### src/hw/rtl/kwm_pkg.sv
// Shared types, constants and helper functions for the k-way merge min-queue.
// Used by kwm_ram, kwm_minscan and kway_merge_min_heap_core; depends on nothing.
package kwm_pkg;

  localparam int NUM_SOURCES   = 8;
  localparam int VALUE_WIDTH   = 32;
  localparam int VALUE_FIELD_W = 32;
  localparam int TAG_W         = 3;
  localparam int OCC_W         = 4;
  localparam int STATUS_W      = 2;
  localparam int IDX_W         = (NUM_SOURCES > 1) ? $clog2(NUM_SOURCES) : 1;
  localparam int CNT_W         = $clog2(NUM_SOURCES + 1);

  localparam logic [CNT_W-1:0] FULL_COUNT = CNT_W'(NUM_SOURCES);

  localparam logic CMD_INSERT = 1'b0;
  localparam logic CMD_POP    = 1'b1;

  localparam logic [STATUS_W-1:0] ST_OK    = 2'd0;
  localparam logic [STATUS_W-1:0] ST_FULL  = 2'd1;
  localparam logic [STATUS_W-1:0] ST_EMPTY = 2'd2;

  typedef struct packed {
    logic signed [VALUE_WIDTH-1:0] value;
    logic [TAG_W-1:0]              tag;
  } entry_t;

  typedef struct packed {
    logic             valid;
    logic             first;
    logic [IDX_W-1:0] idx;
  } scan_feed_t;

  function automatic logic [VALUE_WIDTH-1:0] field_to_value(
      input logic [VALUE_FIELD_W-1:0] v);
    logic [VALUE_WIDTH+VALUE_FIELD_W-1:0] wide;
    wide = {{VALUE_WIDTH{1'b0}}, v};
    return wide[VALUE_WIDTH-1:0];
  endfunction

  function automatic logic [VALUE_FIELD_W-1:0] value_to_field(
      input logic [VALUE_WIDTH-1:0] v);
    logic [VALUE_WIDTH+VALUE_FIELD_W-1:0] wide;
    wide = {{VALUE_FIELD_W{1'b0}}, v};
    return wide[VALUE_FIELD_W-1:0];
  endfunction

  // True when entry a must leave before entry b.
  function automatic logic leaves_first(input entry_t a, input entry_t b);
    logic result;
    if (a.value != b.value) begin
      result = $signed(a.value) < $signed(b.value);
    end else begin
      result = a.tag < b.tag;
    end
    return result;
  endfunction

endpackage

### src/hw/rtl/kwm_ram.sv
// Entry store of the merge queue: one write port, one read port, registered read.
// Depends on kwm_pkg for the entry type and depth.
module kwm_ram (
  input  logic                  clk,
  input  logic                  we,
  input  logic [kwm_pkg::IDX_W-1:0] waddr,
  input  kwm_pkg::entry_t       wdata,
  input  logic                  re,
  input  logic [kwm_pkg::IDX_W-1:0] raddr,
  output kwm_pkg::entry_t       rdata
);

  kwm_pkg::entry_t mem [kwm_pkg::NUM_SOURCES];

  always_ff @(posedge clk) begin
    if (we) begin
      mem[waddr] <= wdata;
    end
  end

  always_ff @(posedge clk) begin
    if (re) begin
      rdata <= mem[raddr];
    end
  end

endmodule

### src/hw/rtl/kwm_minscan.sv
// Running minimum over entries read out of the store, one entry per cycle.
// Depends on kwm_pkg for the entry type, feed struct and ordering function.
module kwm_minscan (
  input  logic                      clk,
  input  kwm_pkg::scan_feed_t       feed,
  input  kwm_pkg::entry_t           data,
  output kwm_pkg::entry_t           best_entry,
  output logic [kwm_pkg::IDX_W-1:0] best_idx
);

  always_ff @(posedge clk) begin
    if (feed.valid) begin
      if (feed.first || kwm_pkg::leaves_first(data, best_entry)) begin
        best_entry <= data;
        best_idx   <= feed.idx;
      end
    end
  end

endmodule

### src/hw/rtl/kway_merge_min_heap_core.sv
// Top level of the k-way merge min-queue: command handshake, sequencer, result register.
// Depends on kwm_pkg, kwm_ram and kwm_minscan.
//
// The queue holds up to NUM_SOURCES tagged signed values in a single-port-read memory.
// An insert, an insert into a full queue and a pop from an empty queue finish in the
// cycle the command word is taken. A pop from a queue holding N entries reads the N
// entries one per cycle through the memory's read port, then passes the tail and finish
// states, and its result word is loaded once the output register is free.
// Equal values leave in order of ascending source number. A result word waits in an
// output register, so a new command may be taken in the same cycle that the previous
// result word is taken.
module kway_merge_min_heap_core (
  input  logic        clk,
  input  logic        rst,
  input  logic        cmd_valid,
  output logic        cmd_ready,
  input  logic        command,
  input  logic [2:0]  source_id,
  input  logic signed [31:0] value,
  output logic        res_valid,
  input  logic        res_ready,
  output logic signed [31:0] out_value,
  output logic [2:0]  out_source,
  output logic [1:0]  status,
  output logic        not_empty,
  output logic [3:0]  occupancy
);

  localparam logic [1:0] S_IDLE   = 2'd0;
  localparam logic [1:0] S_SCAN   = 2'd1;
  localparam logic [1:0] S_TAIL   = 2'd2;
  localparam logic [1:0] S_FINISH = 2'd3;

  logic [1:0] state, state_next;
  logic [kwm_pkg::CNT_W-1:0] count, count_next, count_m1;
  logic [kwm_pkg::IDX_W-1:0] scan_idx, scan_idx_next, last_idx;
  kwm_pkg::scan_feed_t feed, feed_next;

  logic slot_free, accept, is_pop, full, finish, load;
  logic ram_we, ram_re;
  logic [kwm_pkg::IDX_W-1:0] ram_waddr;
  kwm_pkg::entry_t ram_wdata, ram_rdata, new_entry, best_entry;
  logic [kwm_pkg::IDX_W-1:0] best_idx;

  logic [31:0] value_next;
  logic [2:0]  source_next;
  logic [1:0]  status_next;
  logic [kwm_pkg::CNT_W+kwm_pkg::OCC_W-1:0] occ_wide;

  kwm_ram u_ram (
    .clk   (clk),
    .we    (ram_we),
    .waddr (ram_waddr),
    .wdata (ram_wdata),
    .re    (ram_re),
    .raddr (scan_idx),
    .rdata (ram_rdata)
  );

  kwm_minscan u_minscan (
    .clk        (clk),
    .feed       (feed),
    .data       (ram_rdata),
    .best_entry (best_entry),
    .best_idx   (best_idx)
  );

  assign slot_free = !res_valid || res_ready;
  assign cmd_ready = (state == S_IDLE) && slot_free;
  assign accept    = cmd_valid && cmd_ready;
  assign is_pop    = (command == kwm_pkg::CMD_POP);
  assign full      = (count >= kwm_pkg::FULL_COUNT);
  assign finish    = (state == S_FINISH) && slot_free;
  assign count_m1  = count - 1'b1;
  assign last_idx  = count_m1[kwm_pkg::IDX_W-1:0];

  assign new_entry.value = kwm_pkg::field_to_value(value);
  assign new_entry.tag   = source_id;

  assign ram_we    = (accept && !is_pop && !full) || finish;
  assign ram_waddr = finish ? best_idx : count[kwm_pkg::IDX_W-1:0];
  assign ram_wdata = finish ? ram_rdata : new_entry;
  assign ram_re    = (state == S_SCAN);

  assign load = (accept && (!is_pop || (count == '0))) || finish;

  always_comb begin
    state_next     = state;
    scan_idx_next  = scan_idx;
    count_next     = count;
    feed_next.valid = (state == S_SCAN);
    feed_next.first = (scan_idx == '0);
    feed_next.idx   = scan_idx;
    value_next     = '0;
    source_next    = '0;
    status_next    = kwm_pkg::ST_OK;
    unique case (state)
      S_IDLE: begin
        if (accept) begin
          if (!is_pop) begin
            if (full) begin
              status_next = kwm_pkg::ST_FULL;
            end else begin
              count_next = count + 1'b1;
            end
          end else if (count == '0) begin
            status_next = kwm_pkg::ST_EMPTY;
          end else begin
            scan_idx_next = '0;
            state_next    = S_SCAN;
          end
        end
      end
      S_SCAN: begin
        scan_idx_next = scan_idx + 1'b1;
        if (scan_idx == last_idx) begin
          state_next = S_TAIL;
        end
      end
      S_TAIL: begin
        state_next = S_FINISH;
      end
      S_FINISH: begin
        value_next  = kwm_pkg::value_to_field(best_entry.value);
        source_next = best_entry.tag;
        if (slot_free) begin
          count_next = count_m1;
          state_next = S_IDLE;
        end
      end
    endcase
  end

  assign occ_wide = {{kwm_pkg::OCC_W{1'b0}}, count_next};

  always_ff @(posedge clk) begin
    if (rst) begin
      state     <= S_IDLE;
      count     <= '0;
      scan_idx  <= '0;
      feed      <= '0;
      res_valid <= 1'b0;
    end else begin
      state    <= state_next;
      count    <= count_next;
      scan_idx <= scan_idx_next;
      feed     <= feed_next;
      if (load) begin
        res_valid <= 1'b1;
      end else if (res_ready) begin
        res_valid <= 1'b0;
      end
    end
  end

  always_ff @(posedge clk) begin
    if (load) begin
      out_value  <= value_next;
      out_source <= source_next;
      status     <= status_next;
      not_empty  <= (count_next != '0);
      occupancy  <= occ_wide[kwm_pkg::OCC_W-1:0];
    end
  end

`ifndef SYNTH
  a_count_bound: assert property (@(posedge clk) disable iff (rst)
    count <= kwm_pkg::FULL_COUNT)
    else $error("entry count exceeds the store depth");

  a_insert_grows: assert property (@(posedge clk) disable iff (rst)
    (accept && !is_pop && !full) |=> (count == $past(count) + 1'b1))
    else $error("accepted insert did not add an entry");

  a_pop_shrinks: assert property (@(posedge clk) disable iff (rst)
    finish |=> (count == $past(count_m1)) && res_valid && (status == kwm_pkg::ST_OK))
    else $error("completed pop did not remove exactly one entry");

  a_scan_range: assert property (@(posedge clk) disable iff (rst)
    (state == S_SCAN) |-> (count != '0) && (scan_idx <= last_idx))
    else $error("scan read beyond the held entries");

  a_full_drop: assert property (@(posedge clk) disable iff (rst)
    (accept && !is_pop && full) |=> (count == $past(count)) && (status == kwm_pkg::ST_FULL))
    else $error("insert into a full store was not dropped");
`endif

endmodule

### config.mk
export PLATFORM = sky130hd
export DESIGN_NAME = kway_merge_min_heap_core
export DESIGN_NICKNAME = d
export VERILOG_FILES = /design/src/hw/rtl/kwm_pkg.sv /design/src/hw/rtl/kwm_ram.sv /design/src/hw/rtl/kwm_minscan.sv /design/src/hw/rtl/kway_merge_min_heap_core.sv
export SDC_FILE = /design/constraint.sdc
export NUM_CORES = 1
export LEC_CHECK = 0
export BUFFER_PORTS_ARGS = -buffer_cell sky130_fd_sc_hd__buf_4
export CORE_MARGIN = 4
export CORE_UTILIZATION = 34
export DETAILED_ROUTE_END_ITERATION = 12
export PLACE_DENSITY = 0.52
export REMOVE_ABC_BUFFERS = 1
export SYNTH_ARGS = -nofsm -noshare
export SYNTH_HDL_FRONTEND = slang
export SYNTH_SLANG_ARGS = --single-unit
### constraint.sdc
create_clock -name clk -period 3.39 [get_ports clk]
set_clock_uncertainty 0.05 [all_clocks]
set_input_delay 0.8475 -clock clk [delete_from_list [all_inputs] [get_ports clk]]
set_output_delay 0.8475 -clock clk [all_outputs]
set_load 0.02 [all_outputs]
==> results.txt <==
----------------------------------------------------
[Run status]
  Run status ... complete, no violations

[Clock tree]
  Number of sinks handled by clock tree synthesis ... 410
  Number of buffers between clock root and the deepest sink ... 3
  Root buf cell ... clkbuf_16
  Total CTS buffers ... 44
  Number of post-CTS setup repair buffers ... 0
  Hold Buf Count CTS ... 0
  Number of gates resized after CTS ... 0
  Depth of the CTS H-tree ... 2
  CTS clock-pin slew for the worst setup and hold paths ... 0.06 ns
  CTS tree ... built
  Clock latency on the worst-skew pair ... 0.56 ns

[Cells and area]
  Synthesis-to-finish area growth ... 18.21%
  Count of filler cells inserted in the layout ... 4347
  Number of antenna cells inserted ... 0
  Most common library cell in the layout ignoring fill and taps ... edfxtp_1
  Fraction of final layout cells sized beyond drive strength 1 ... 0.2795
  Commonest cells after routing, fill and taps aside ... edfxtp_1 (395), nand2_1 (116), buf_4 (101)
  Final #Nets ... 1132

[Setup path]
  CP max-delay cell ... nor2_4
  Cell seen most often among critical-path stages ... nor2_4
  Chain of cells forming the critical path ... ha_1 > clkinv_1 > nor2_4 > buf_4 > nor3_1 > a31oi_1 > nor2_4 > buf_12
  Maximum fanout encountered on the critical timing path ... 26
  Crit path buf inv count ... 3
  Maximum cell stage delay along the critical path ... 0.55 ns
  Worst path arrival time ... 3.06 ns
  Kind of end point of the critical path ... register
  Worst r2r src ... state[0]$_SDFFE_PP0P_
  Cell depth of the worst flop-to-flop path ... 8
  Kind of cell adding the most delay to the critical path ... buffers and inverters
  Data required time at the worst endpoint ... 3.63 ns
  Reg-to-reg setup timing slack ... 0.57 ns
  Critical path start-end classification ... reg -> reg
  R2r endpoint ... u_ram.mem[6][21]$_DFFE_PP_
  Startpoint class of the critical path ... register

[Timing]
  Remaining max-slew budget at the tightest pin ... 0.3151
  Setup TNS ... 0 ns
  # setup viols final ... 0
  Slew of the pin with the lowest slew margin ... 1.023 ns
  Clock period minus worst slack ... 2.820 ns
  Portion of the clock cycle consumed by the worst path in the final layout ... 0.8317
  Highest clock frequency the design can meet ... 0.3547 GHz
  Number of hold violations in the final report ... 0
  Final-report max-slew violation count ... 0
  Unrepaired setup endpoints after global routing ... no

[Yosys]
  Sequential cell area fraction in the yosys report ... 0.7389
  Number of enable flip-flop cells after synthesis ... 395
  Async S/R FF share, synth ... 0
  Synth unique cells ... 52
  Synth warn ... 0
  Prevailing post-synth register cell ... edfxtp_1
  Netlist Area Pre-Place ... 16460 um2
  Largest area contributor in the netlist ... edfxtp_1
  Total of flip-flops plus latches after synthesis ... 410
  Instance count of the mapped netlist ... 928
  Average size of a mapped cell ... 17.74 um2
  Fraction of synthesized cell area taken by the top area cell type ... 0.7206
  Top post-synthesis cells by area ... edfxtp_1 (72%), mux4_2 (9.6%), ha_1 (3.2%)

[Global routing]
  Initial antenna violation count ... 0
  Total congestion overflow after global routing ... 0
  Total track usage ... 0.1448
  Global-route wire length before repair ... 57430 um
  Largest net degree at the start of global routing ... 43
  Vias in the first global route ... 8960

[Power and ir drop]
  Power after layout ... 0.01189 W
  Total leakage power ... 6.695 nW
  Power density over cell area ... 611.3 nW/um2
  Largest voltage drop on the vdd net ... 0.3181 mV

[Drt]
  Number of vias in the routed layout ... 8378
  DRC viols ... 0
  Drt first-iter violations ... 745
  Total length of routed wires ... 37380 um
  Number of nets with antenna violations after routing ... 0
  Vias per cell ... 4.931
  First drt pass iteration count ... 5
  Avg WL per Cell ... 22.00 um

[Die]
  Die height ... 228.0 um
  Floorplan die area ... 52000 um2
  Total number of placement rows ... 80
  Horizontal die dimension ... 228.0 um
  I/O Pins ... 84
  Area inside the core boundary ... 47850 um2
  Initial core utilization ... 0.3440

[Worst hold path]
  Worst min-delay path startpoint ... feed[1]$_SDFF_PP0_
  Hold path depth ... 0
  Endpoint with the worst hold slack ... u_minscan.best_idx[1]$_DFFE_PP_
  Class of the tightest hold or removal check ... reg -> reg

[Run]
  Count of max-cap constraint violations ... 0

[Placement]
  Placer's final routability congestion estimate ... 0.7608
  Placed wire-length estimate ... 22520 um
  PortBufs ... 83

----------------------------------------------------
==> worst max path at each step <==
stage                                    startpoint                                 end  cells past startpoint
final                         state[0]$_SDFFE_PP0P_          u_ram.mem[6][21]$_DFFE_PP_                      8
after detailed placement                  res_ready           u_ram.mem[2][9]$_DFFE_PP_                      7
after floorplan               state[0]$_SDFFE_PP0P_           u_ram.mem[7][0]$_DFFE_PP_                      5
after global routing      u_ram.rdata[30]$_DFFE_PP_  u_minscan.best_entry[23]$_DFFE_PP_                      8
after global placement                    res_ready          u_ram.mem[2][14]$_DFFE_PP_                      7
after CTS                 u_ram.rdata[29]$_DFFE_PP_  u_minscan.best_entry[22]$_DFFE_PP_                      8
==> cell usage after synthesis (9+ instances only) <==
library cell / n
ha_1: 42
nand4_1: 9
nor2_1: 62
mux4_2: 70
nand2_1: 118
mux2_2: 36
a21oi_1: 16
clkbuf_1: 10
inv_1: 48
edfxtp_1: 395
o21ai_0: 11
dfxtp_1: 15
buf_2: 9
==> area by class of cell <==
class | instances | area, um2 | share of cell area
Tap cell | 615 | 769.5 | 0.03955
Clock buffer | 54 | 1181 | 0.06071
Multi-Input combinational cell | 432 | 3971 | 0.2041
Sequential cell | 410 | 12170 | 0.6254
Inverter | 49 | 183.9 | 0.009453
Clock inverter | 26 | 183.9 | 0.009453
Timing Repair Buffer | 113 | 998.5 | 0.05132
==> report_power, final <==
| group | leakage (nW) | switching (W) | internal [W] |
|---|---|---|---|
| sequential | 3.73 | 0.000140 | 0.00596 |
| clock | 0.662 | 0.00194 | 0.00263 |
| combinational | 2.30 | 0.000769 | 0.000466 |
==> cell families (layout without fill, tap and decap cells) <==
| family | Yosys count | in the layout | share of synthesized area |
|---|---|---|---|
| flops | 410 | 410 | 0.7389 |
| simple gates | 224 | 224 | 0.05884 |
| mux | 108 | 108 | 0.1216 |
| buf+inv | 86 | 242 | 0.02448 |
| compound gates | 54 | 54 | 0.02129 |
| fa+ha+maj | 42 | 42 | 0.03193 |
| xor+xnor | 4 | 4 | 0.002965 |
==> routing by layer <==
| metal | GRT usage | vias up | part of all wire |
|---|---|---|---|
| met5 | 0 | - | 0 |
| met2 | 0.2374 | 177 | 0.48 |
| met1 | 0.2026 | 4335 | 0.46 |
| met3 | 0.02420 | 44 | 0.041 |
| met4 | 0.03731 | 0 | 0.017 |
| li1 | - | 3822 | - |
==> registers in the layout (all words and copies together) (netlist names), 3 cells and up <==
register	count
u_ram.mem	280
u_minscan.best_entry	35
u_ram.rdata	35
out_value	32
feed	5
count	4
occupancy	4
out_source	3
scan_idx	3
u_minscan.best_idx	3
==> metrics by stage <==
stage                     hold WS (ns)  utilization  area [um2]  std cells  setup slack (ns)
after floorplan                 0.3355            -       16240        891            -1.529
after global placement          0.3372       0.3781       18090       1619            0.2417
after detailed placement        0.3397       0.3781       18090       1619            0.1986
after CTS                       0.3536       0.4066       19460       1699            0.5139
after global routing            0.3626       0.4066       19460       1699            0.3355
final                           0.3538       0.4066       19460       1699            0.5705
(Power assumes the default switching activity.)
